### config.mk
export PLATFORM = sky130hd
export DESIGN_NAME = tqle_mac
export DESIGN_NICKNAME = d
export VERILOG_FILES = /design/src/rtl/core/tqle_pkg.sv /design/src/rtl/core/tqle_mac.sv
export SDC_FILE = /design/constraint.sdc
export NUM_CORES = 1
export LEC_CHECK = 0
export ABC_CLOCK_PERIOD_IN_PS = 9900
export BUFFER_PORTS_ARGS = -buffer_cell sky130_fd_sc_hd__buf_2
export CORE_ASPECT_RATIO = 1.1
export CORE_MARGIN = 4
export CORE_UTILIZATION = 40
export CTS_CLUSTER_SIZE = 10
export DETAILED_ROUTE_END_ITERATION = 8
export HOLD_SLACK_MARGIN = 0.15
export PLACE_DENSITY = 0.63
export SLEW_MARGIN = 20
export SYNTH_ARGS = -nofsm -noshare
export SYNTH_HDL_FRONTEND = slang
export SYNTH_SLANG_ARGS = --single-unit
### constraint.sdc
create_clock -name aclk -period 9.9 [get_ports aclk]
set_input_delay 2.475 -clock aclk [delete_from_list [all_inputs] [get_ports aclk]]
set_output_delay 2.475 -clock aclk [all_outputs]
set_load 0.02 [all_outputs]
### src/rtl/core/tqle_pkg.sv
package tqle_pkg;

    typedef enum logic [1:0] {
        CMD_MAP_WRITE = 2'd0,
        CMD_LEARN     = 2'd1,
        CMD_GREEDY    = 2'd2,
        CMD_CLEAR     = 2'd3
    } cmd_t;

    localparam logic [1:0] CFG_DISCOUNT = 2'd0;
    localparam logic [1:0] CFG_EXPLORE  = 2'd1;
    localparam logic [1:0] CFG_BLOCKED  = 2'd2;
    localparam logic [1:0] CFG_TURN     = 2'd3;

    localparam logic [1:0] ACT_LEFT     = 2'd0;
    localparam logic [1:0] ACT_STRAIGHT = 2'd1;
    localparam logic [1:0] ACT_RIGHT    = 2'd2;

    localparam int Q_W = 24;
    localparam logic signed [23:0] Q_MAX = 24'sh7FFFFF;
    localparam logic signed [23:0] Q_MIN = -24'sh800000;

    // Input tdata: command, time_step, lane, map_value, explore_draw,
    // random_action, tie_draw (44 bits) padded to 48.
    localparam int S_TDATA_W = 48;
    // Output tdata: action, next_lane, step_reward, q_value, total_reward,
    // error (80 bits).
    localparam int M_TDATA_W = 80;

    // Listed from the top bit down, so command lands in the lowest bits.
    typedef struct packed {
        logic [7:0]         tie_draw;
        logic [1:0]         random_action;
        logic [6:0]         explore_draw;
        logic signed [15:0] map_value;
        logic [3:0]         lane;
        logic [4:0]         time_step;
        logic [1:0]         command;
    } req_t;

    typedef struct packed {
        logic [1:0]         action;
        logic [3:0]         next_lane;
        logic signed [16:0] step_reward;
        logic signed [23:0] q_value;
        logic signed [31:0] total_reward;
        logic               error;
    } rsp_t;

    typedef struct packed {
        logic [15:0]        discount_gain;
        logic [6:0]         explore_percent;
        logic signed [15:0] blocked_reward;
        logic signed [15:0] turn_penalty;
    } cfg_t;

    // Index of the chosen entry among up to three tied best actions.
    function automatic logic [1:0] tie_pick(input logic [7:0] draw, input logic [1:0] n);
        logic [3:0] s4;
        logic [2:0] s2;
        logic [1:0] r;
        begin
            // Four is one modulo three, so the sum of base-4 digits keeps the remainder.
            s4 = 4'(draw[1:0]) + 4'(draw[3:2]) + 4'(draw[5:4]) + 4'(draw[7:6]);
            s2 = 3'(s4[3:2]) + 3'(s4[1:0]);
            if (s2 >= 3'd3) s2 = s2 - 3'd3;
            if (s2 >= 3'd3) s2 = s2 - 3'd3;
            case (n)
                2'd2:    r = {1'b0, draw[0]};
                2'd3:    r = s2[1:0];
                default: r = 2'd0;
            endcase
            return r;
        end
    endfunction

endpackage

### src/rtl/core/tqle_mac.sv
module tqle_mac (
    input  logic               aclk,
    input  logic               start,
    input  logic signed [23:0] max_q,
    input  logic [15:0]        gain,
    input  logic signed [16:0] reward,
    output logic signed [23:0] q_out
);
    import tqle_pkg::*;

    logic signed [40:0] prod_reg;
    logic signed [25:0] sum;
    logic signed [40:0] rnd;

    // Stage one: the product; stage two: rounding, add and clamp.
    always_ff @(posedge aclk) begin
        if (start) begin
            prod_reg <= 41'(max_q * $signed({1'b0, gain}));
        end
    end

    always_comb begin
        rnd = prod_reg + 41'sd32768;
        sum = 26'(rnd >>> 16) + 26'(reward);
        if (sum > 26'(Q_MAX)) begin
            q_out = Q_MAX;
        end else if (sum < 26'(Q_MIN)) begin
            q_out = Q_MIN;
        end else begin
            q_out = sum[23:0];
        end
    end
endmodule

; Word-level counts from Yosys, hierarchy flattened
; Index checks and enable logic that the tools add are counted.
[op_classes]
add_sub_neg = 2
n_mul = 1
magnitude_cmp = 2
muxes = 2
[op_table]
columns = cell, n
row1 = 2-to-1 mux 24 bit, 2
row2 = "adder 41 x 17 -> 41 bit, second input constant", 1
row3 = multiplier 24 x 17 -> 41 bit, 1
row4 = adder 25 x 17 -> 26 bit, 1
row5 = "greater-than comparator 26 x 24 -> 1 bit, second input constant", 1
row6 = "less-than comparator 26 x 24 -> 1 bit, second input constant", 1
[word_totals]
regBits = 41
input_bits = 59

; Depth between registers and ports, before layout
; Gate-level depths: netlist of run 1.
[depth]
ltp_word = 5
ltp_mapped = 23

; Worst setup path before layout of run 1
; No wires, ideal clock.
[synth_timing]
path_kind = in2reg
startpoint = input port gain[8]
endpoint = register prod_reg[39], data pin
setup_time_ns = 0.266
t_arrival_ns = 7.816
required_time_ns = 9.634
slack_ns = 1.819
stages = 22
n_path_buf = 1
path_cell_list = clkbuf_1 -> nand2_1 -> fa_1 -> inv_1 -> fa_1 -> inv_1 -> fa_1 -> inv_1 -> fa_1 -> fa_1 -> inv_1 -> fa_1 -> inv_1 -> ha_1 -> a21o_1 -> a21o_1 -> a21o_1 -> o31ai_1 -> a21oi_1 -> o2111ai_1 -> a21boi_0 -> xor2_1
[synth_between]
elab_chain_cells = 1
[synth_rtl]
columns = item, line
row1 = "start, declared", tqle_mac.sv:5  ; input logic [15:0] gain,
row2 = multiplier 24 x 17 -> 41 bit, tqle_mac.sv:18  ; prod_reg <= 41'(max_q * $signed({1'b0, gain}));
row3 = "end signal, assigned", tqle_mac.sv:18
row4 = "end, declared", tqle_mac.sv:11  ; logic signed [40:0] prod_reg;
; Every way passes these cells.
; A chain may end at the register's enable or synchronous reset.

; Worst setup path in the final report of run 1
[layout_timing]
startpoint = input port gain[3]
endpoint = register prod_reg[39], data pin
; Same word-level chain as after synthesis.

==> impl_metrics.py, run 1 <==
metrics = {
    "synth": {
        "synthTopCellsByArea": "fa_1 47%, inv_1 11%, ha_1 9.8%, nand2_1 6.1%, and2_1 5.8%",
        "ys.flop_type": "edfxtp_1",
        "synth_cell_types": 59,
        "synth.net_count": 2344,
        "async_flop_share": 0,
        "avgSynthCellArea_um2": 8.96,
        "yosysMostFrequentCell": "inv_1",
        "post-synth-top-area-fraction": 0.471,
        "netlist_area_um2": 16000,
        "syn_inst": 1784,
        "synth-seq-cells": 26,
        "ys_seq_area_frac": 0.0488,
        "synth_edf_count": 26,
        "ys_warn_count": 0,
        "synth_area_leader_cell": "fa_1",
        "netlist_top_cells_count": "456 x inv_1, 376 x fa_1, 260 x nand2_1",
    },
    "worst_setup_path": {
        "endpoint_kind": "flop",
        "path_cells": "buf_2 -> nand2_1 -> fa_1 -> fa_1 -> fa_1 -> inv_1 -> fa_1 -> fa_1 -> inv_1 -> fa_1 -> inv_1 -> ha_1 -> a21o_1 -> a21o_1 -> a21o_1 -> o31ai_1 -> a21oi_1 -> o2111ai_1 -> a21boi_0 -> xor2_1",
        "critical_path_buf_inv_count": 4,
        "crit_start": "gain[3]",
        "crit_end": "prod_reg[39]",
        "path_delay_family": "adder cells",
        "slowest_stage": "o31ai_1",
        "cp-start-kind": "input pin",
        "arrival_ns": 8.69,
        "crit_cells": 20,
        "crit_fanout": 24,
        "crit_path_frequent_cell": "fa_1",
        "cpPeakStageDelay_ns": 0.61,
        "criticalPathCategory": "in2reg",
        "worstPathRequired_ns": 9.91,
    },
    "die": {
        "coreArea_um2": 39400,
        "die_w_um": 199,
        "num_io_pins": 83,
        "die_area_um2": 43200,
        "fp.dieH_um": 218,
        "std_cell_rows": 76,
        "start_util": 0.406,
    },
    "sta": {
        "finalSetupViolCount": 0,
        "slew_viol_final": 0,
        "max_freq_mhz": 115,
        "hold_viol_final": 0,
        "tns_ns": 0,
        "worst_pin_slew_ns": 0.743,
        "relSlewSlack": 0.505,
        "period_share": 0.877,
        "layout_min_cycle_time_ns": 8.69,
        "rsz0062_at_grt": "false",
    },
    "placement": {
        "io_buffer_count": 82,
        "hpwlAfterDp_um": 31600,
        "gp_congestion": 0.848,
    },
    "detailed_routing": {
        "wl_per_cell_um": 16.2,
        "drt_iter0_markers": 478,
        "vias": 11700,
        "drc": 0,
        "post_drt_via_cell_ratio": 5.04,
        "first_pass_iters": 4,
        "postRouteAntennaNets": 0,
        "totalWireLength_um": 37500,
    },
    "flow_run": {
        "cap_violations": 0,
    },
    "finish": {
        "drive_gt1_frac": 0.0590,
        "largest_register_ffs": 26,
        "antennaDiodeCount": 0,
        "nets": 2374,
        "nFillCells": 3924,
        "syn2layout_area_growth_pct": 5.73,
    },
    "clock_tree": {
        "cts.sinks": 26,
        "cts_hold_buffers": 0,
        "post-cts-setup-buffers": 0,
        "cts_tree": "built",
        "cts_buffer_depth": 2,
        "cts_buffers": 3,
        "htreeDepth": 1,
        "clockRootBuffer": "clkbuf_16",
        "cts_resized": 0,
        "cts.clk_slew.worst_paths_ns": 0.06,
    },
    "grt": {
        "grt_pass1_wl_um": 64700,
        "grt.total_usage": 0.185,
        "grt_pass1_vias": 13500,
        "antenna_found_initial": 0,
        "grt_max_degree": 27,
        "grt_overflow": 0,
    },
    "run_status": {
        "outcome": "finished clean",
    },
    "worst_hold_path": {
        "min_path_type": "in2reg",
    },
}
## worst min path at each step
| stage | start | endpoint | slack (ns) | cells past startpoint |
|---|---|---|---|---|
| global route | start | prod_reg[16] | 2.78 | 1 |
| global placement | start | prod_reg[16] | 3.02 | 1 |
| CTS | start | prod_reg[16] | 2.76 | 1 |
| detailed placement | start | prod_reg[16] | 3.03 | 1 |
| finish | start | prod_reg[16] | 2.75 | 1 |
| floorplan | start | prod_reg[15] | 2.59 | 0 |
## cell families (layout without fill, tap and decap cells)
kind of cell | count (synthesis) | in the layout | synth area share
xor gates and xnor gates | 76 | 76 | 0.0416
and+or+nand+nor | 507 | 507 | 0.153
AOI/OAI and AO/OA | 154 | 154 | 0.0645
buffers and inverters | 518 | 547 | 0.122
adders and majority gates | 501 | 501 | 0.569
DFF | 26 | 26 | 0.0488
muxes | 2 | 2 | 0.00125
## area by class of cell
type	count	area, µm²	area share
Clock buffer	3	75.1	0.00444
Clock inverter	1	3.75	0.000222
Inverter	456	1710	0.101
Multi-Input combinational cell	1240	13300	0.784
Sequential cell	26	781	0.0462
Tap cell	507	634	0.0375
Timing Repair Buffer	87	448	0.0265
## per-stage QoR
stage,hold slack (ns),area [µm²],utilization,setup WS (ns),cells
final,2.75,16900,0.429,1.21,2320
after global routing,2.78,16900,0.429,0.892,2320
after CTS,2.76,16900,0.429,1.20,2320
after detailed placement,3.03,16800,0.427,0.928,2316
after global placement,3.02,16800,0.427,1.06,2316
after floorplan,2.59,16000,-,1.82,1784
## layer usage
metal / track usage / up-vias / part of all wire / wire length, µm
met5: 0 / - / 0 / 0
met4: 0.0504 / 0 / 0.031 / 1170
met3: 0.0161 / 64 / 0.035 / 1310
met2: 0.357 / 235 / 0.55 / 20500
met1: 0.216 / 6058 / 0.39 / 14600
li1: - / 5327 / - / -
## layout by cell type (no fill, tap or decap), types with 26 or more instances in the layout
master,instances
a21o_1,26
a21oi_1,39
and2_1,149
buf_2,82
edfxtp_1,26
fa_1,376
ha_1,125
inv_1,456
nand2_1,260
nor2_1,31
o21ai_0,30
xnor2_1,49
xor2_1,27
Power of run 1 is left out: the tool's default activity adds up to more than one toggle a clock period on the data nets, which glitch-free logic cannot reach.
==> run 2, diff against run 1 <==
--- a/config.mk
+++ b/config.mk
@@ -8,7 +8,7 @@
 export ABC_CLOCK_PERIOD_IN_PS = 9900
 export BUFFER_PORTS_ARGS = -buffer_cell sky130_fd_sc_hd__buf_2
 export CORE_ASPECT_RATIO = 1.1
-export CORE_MARGIN = 4
+export CORE_MARGIN = 5
 export CORE_UTILIZATION = 40
 export CTS_CLUSTER_SIZE = 10
 export DETAILED_ROUTE_END_ITERATION = 8
==> run 2 against run 1 <==
Against the previous run:
- global-route usage is 0.62 points lower
- critical endpoint unchanged
- via count is 1.1% lower
- worst hold slack worse by 0.0063 ns
- count of clock-buffer cells in the layout stayed put
- final cell count hardly changed
- fmax is 0.14% lower
- die area is 1.9% higher
- final area hardly changed
- worst setup slack worse by 0.012 ns
- wire length is 1.6% lower
- non-clock buffer count is 1 lower
==> impl_metrics.py, run 2 (same netlist as run 1, synthesis figures left out) <==
metrics = {
    "detailed_routing": {
        "drt_iter0_markers": 512,
        "post_drt_via_cell_ratio": 4.98,
        "vias": 11600,
        "wl_per_cell_um": 15.9,
        "totalWireLength_um": 36900,
        "first_pass_iters": 4,
        "drc": 0,
        "postRouteAntennaNets": 0,
    },
    "grt": {
        "grt_pass1_vias": 13000,
        "grt_overflow": 0,
        "grt.total_usage": 0.178,
        "grt_pass1_wl_um": 64000,
        "grt_max_degree": 27,
        "antenna_found_initial": 0,
    },
    "worst_hold_path": {
        "min_path_type": "in2reg",
        "hold_depth": 1,
    },
    "sta": {
        "finalSetupViolCount": 0,
        "max_freq_mhz": 115,
        "rsz0062_at_grt": "false",
        "slew_viol_final": 0,
        "tns_ns": 0,
        "layout_min_cycle_time_ns": 8.70,
        "period_share": 0.879,
        "worst_pin_slew_ns": 0.758,
        "relSlewSlack": 0.495,
        "hold_viol_final": 0,
    },
    "clock_tree": {
        "cts_buffers": 3,
        "clockRootBuffer": "clkbuf_16",
        "cts_buffer_depth": 2,
        "post-cts-setup-buffers": 0,
        "cts_tree": "built",
        "cts.clk_slew.worst_paths_ns": 0.06,
        "cts_hold_buffers": 0,
        "cts.sinks": 26,
        "cts_resized": 0,
        "htreeDepth": 1,
    },
    "finish": {
        "antennaDiodeCount": 0,
        "nFillCells": 3897,
        "seq_area_um2": 781,
        "layout_common_cells": "456 x inv_1, 376 x fa_1, 260 x nand2_1",
        "nets": 2373,
        "syn2layout_area_growth_pct": 5.68,
        "final_common_cell": "inv_1",
        "largest_register_ffs": 26,
        "drive_gt1_frac": 0.0585,
        "multi_input_area_um2": 13300,
    },
    "worst_setup_path": {
        "crit_fanout": 24,
        "cp-start-kind": "input pin",
        "endpoint_kind": "flop",
        "arrival_ns": 8.70,
        "worstPathRequired_ns": 9.91,
        "criticalPathCategory": "in2reg",
    },
    "flow_run": {
        "cap_violations": 0,
    },
    "placement": {
        "gp_congestion": 0.858,
        "io_buffer_count": 82,
        "hpwlAfterDp_um": 31500,
    },
    "die": {
        "die_w_um": 201,
        "num_io_pins": 83,
        "start_util": 0.406,
        "die_area_um2": 44100,
        "std_cell_rows": 76,
        "coreArea_um2": 39400,
        "fp.dieH_um": 220,
    },
    "run_status": {
        "outcome": "finished clean",
    },
}
-- run 2: cell types whose count changed in the layout (fill, tap and decap cells not counted), sizes merged --
| cell | before | now |
|---|---|---|
| buf | 87 | 86 |
-- run 2: layer usage --
layer	vias to the layer above	wire length, µm	track usage	share of wire
met4	0	1250	0.0503	0.034
met2	217	20200	0.349	0.55
li1	5334	-	-	-
met1	5942	14400	0.211	0.39
met3	66	1060	0.0121	0.029
met5	-	0	0	0
-- run 2: area by class of cell --
class | instances | share of cell area
sequential | 26 | 0.0462
inverter | 456 | 0.101
multi-input combinational | 1240 | 0.784
clock inverter | 1 | 0.000222
timing repair buffer | 86 | 0.0261
tap | 507 | 0.0375
clock buffer | 3 | 0.00444
-- run 2: through the flow --
step                      hold slack, ns  instances  worst slack (ns)  utilization  area, µm²
after floorplan                     2.59       1784              1.82            -      16000
after global placement              3.02       2315              1.02        0.427      16800
after detailed placement            3.04       2315             0.898        0.427      16800
after CTS                           2.76       2319              1.18        0.429      16900
after global routing                2.80       2319             0.841        0.429      16900
final                               2.74       2319              1.20        0.429      16900
-- run 2: worst paths after layout --
check	from	slack, ns	end
setup / recovery	gain[2]	1.20	prod_reg[39]
hold / removal	start	2.74	prod_reg[17]
-- run 2: worst max-delay path, stage by stage --
cell and delay (ns):
buf_2 0.45, nand2_1 0.16, fa_1 0.53, fa_1 0.54, fa_1 0.51, inv_1 0.05, fa_1 0.49, fa_1 0.49
inv_1 0.05, fa_1 0.47, inv_1 0.04, ha_1 0.34, a21o_1 0.20, a21o_1 0.17, a21o_1 0.21, o31ai_1 0.62
a21oi_1 0.24, o2111ai_1 0.31, a21boi_0 0.16, xor2_1 0.16
Power of run 2 is left out for the same reason.
==> run 3, diff against run 2 <==
--- a/config.mk
+++ b/config.mk
@@ -5,6 +5,7 @@
 export SDC_FILE = /design/constraint.sdc
 export NUM_CORES = 1
 export LEC_CHECK = 0
+export ABC_AREA = 1
 export ABC_CLOCK_PERIOD_IN_PS = 9900
 export BUFFER_PORTS_ARGS = -buffer_cell sky130_fd_sc_hd__buf_2
 export CORE_ASPECT_RATIO = 1.1
==> run 3 against run 2 <==
Against the previous run:
- non-clock buffer count down 4
- core utilization down 0.54 points
- critical path type unchanged
- critical path depth down 1
- sequential cell count unchanged
- die area is 12% higher
- area after synthesis up 12%
- worst hold slack better by 0.0044 ns
- highest routed layer unchanged
- synthesized cell count increased by 38%
- global-route usage is 1.0 points higher
==> impl_metrics.py, run 3 <==
metrics = {
    "run_status": {
        "outcome": "finished clean",
    },
    "detailed_routing": {
        "vias": 14600,
        "drc": 0,
        "first_pass_iters": 7,
        "drt_iter0_markers": 752,
        "wl_per_cell_um": 14.6,
        "totalWireLength_um": 44500,
        "post_drt_via_cell_ratio": 4.79,
        "postRouteAntennaNets": 0,
    },
    "synth": {
        "synthTopCellsByArea": "fa_1 42%, inv_1 15%, nand2_1 15%, ha_1 8.7%, edfxtp_1 4.3%",
        "synth_cell_types": 35,
        "ys.flop_type": "edfxtp_1",
        "synth_area_leader_cell": "fa_1",
        "async_flop_share": 0,
        "synth_edf_count": 26,
        "synth-seq-cells": 26,
        "ys_seq_area_frac": 0.0434,
        "post-synth-top-area-fraction": 0.419,
        "syn_inst": 2466,
        "avgSynthCellArea_um2": 7.29,
        "ys_warn_count": 0,
        "netlist_area_um2": 18000,
        "yosysMostFrequentCell": "inv_1",
        "synth.net_count": 3026,
        "netlist_top_cells_count": "736 x inv_1, 698 x nand2_1, 376 x fa_1",
    },
    "worst_setup_path": {
        "cp-start-kind": "input pin",
        "crit_fanout": 24,
        "criticalPathCategory": "in2reg",
        "worstPathRequired_ns": 9.91,
        "endpoint_kind": "flop",
        "crit_start": "gain[2]",
        "arrival_ns": 8.30,
    },
    "grt": {
        "grt_overflow": 0,
        "grt_pass1_wl_um": 77100,
        "grt.total_usage": 0.189,
        "antenna_found_initial": 0,
        "grt_pass1_vias": 16100,
        "grt_max_degree": 27,
    },
    "finish": {
        "layout_common_cells": "736 x inv_1, 698 x nand2_1, 376 x fa_1",
        "largest_register_ffs": 26,
        "nets": 3031,
        "nFillCells": 4517,
        "antennaDiodeCount": 0,
        "layout.cells.non_filler": 3050,
        "final_common_cell": "inv_1",
        "syn2layout_area_growth_pct": 4.86,
        "drive_gt1_frac": 0.0429,
    },
    "sta": {
        "relSlewSlack": 0.565,
        "worst_pin_slew_ns": 0.650,
        "max_freq_mhz": 121,
        "tns_ns": 0,
        "rsz0062_at_grt": "false",
        "slew_viol_final": 0,
        "hold_viol_final": 0,
        "period_share": 0.837,
        "finalSetupViolCount": 0,
        "layout_min_cycle_time_ns": 8.29,
    },
    "placement": {
        "hpwlAfterDp_um": 39000,
        "gp_congestion": 0.933,
        "placedCellCount": 3047,
        "io_buffer_count": 82,
    },
    "die": {
        "coreArea_um2": 44500,
        "fp.dieH_um": 232,
        "std_cell_rows": 81,
        "die_w_um": 212,
        "num_io_pins": 83,
        "start_util": 0.404,
        "die_area_um2": 49300,
    },
    "clock_tree": {
        "cts.sinks": 26,
        "cts_buffer_depth": 2,
        "post-cts-setup-buffers": 0,
        "cts_resized": 0,
        "clockRootBuffer": "clkbuf_16",
        "cts_hold_buffers": 0,
        "cts_tree": "built",
        "htreeDepth": 1,
        "cts_buffers": 3,
        "cts.clk_slew.worst_paths_ns": 0.06,
    },
    "flow_run": {
        "cap_violations": 0,
    },
    "worst_hold_path": {
        "hp-start": "start",
        "hold_depth": 1,
        "min_path_type": "in2reg",
    },
}
-- run 3: changes by cell type in the layout (fill, tap and decap cells not counted), sizes merged, moves of 8 or more --
| cell | before | now |
|---|---|---|
| nand2 | 260 | 708 |
| and2 | 150 | 2 |
| nand4 | 5 | 21 |
| a21oi | 39 | 62 |
| xor2 | 27 | 43 |
| nand3 | 17 | 51 |
| xnor2 | 49 | 19 |
| nor2b | 8 | 0 |
| inv | 456 | 737 |
| and3 | 14 | 1 |
| nor2 | 31 | 122 |
| nor3 | 7 | 19 |
| a21o | 27 | 4 |
-- run 3: critical path: stages --
cell and delay [ns]:
buf_2 0.43, nand2_1 0.24, fa_1 0.80, fa_1 0.45, inv_1 0.31, fa_1 0.53
inv_1 0.14, fa_1 0.45, fa_1 0.49, inv_1 0.05, fa_1 0.44, ha_1 0.38
inv_1 0.11, nor3_1 0.30, nand2_1 0.08, nor4_1 0.26, nand3_1 0.15, nand4_1 0.13
nand2_1 0.06
-- run 3: cell families after synthesis --
group,after synthesis,synth area share
fa+ha+maj,501,0.506
simple gates,932,0.208
buf+inv,819,0.173
compound gates,126,0.0401
xor+xnor,62,0.0302
flops,26,0.0434
-- run 3: final timing paths --
| check | slack, ns | end |
|---|---|---|
| min | 2.75 | prod_reg[20] |
| max | 1.61 | prod_reg[39] |
-- run 3: layout make-up --
| class | count | area, µm² | area share |
|---|---|---|---|
| flip-flops and latches | 26 | 781 | 0.0414 |
| repair buffers | 82 | 410 | 0.0218 |
| multi-input cells | 1621 | 14100 | 0.748 |
| inverters | 737 | 2770 | 0.147 |
| well taps | 581 | 727 | 0.0385 |
| clock buffers | 3 | 75.1 | 0.00398 |
-- run 3: routing by layer --
| layer | vias to the layer above | share of wire | global-route usage |
|---|---|---|---|
| li1 | 7027 | - | - |
| met4 | 0 | 0.021 | 0.0413 |
| met5 | - | 0 | 0 |
| met2 | 380 | 0.49 | 0.339 |
| met3 | 83 | 0.048 | 0.0129 |
| met1 | 7106 | 0.44 | 0.251 |
-- run 3: metrics by stage --
| step | worst slack, ns | instance area, µm² | utilization | hold WS (ns) |
|---|---|---|---|---|
| after floorplan | 1.97 | 18000 | - | 2.59 |
| after global placement | 1.51 | 18800 | 0.422 | 3.00 |
| after detailed placement | 1.35 | 18800 | 0.422 | 3.02 |
| after CTS | 1.62 | 18900 | 0.424 | 2.75 |
| after global routing | 1.16 | 18900 | 0.424 | 2.77 |
| final | 1.61 | 18900 | 0.424 | 2.75 |
Power of run 3 is left out for the same reason.
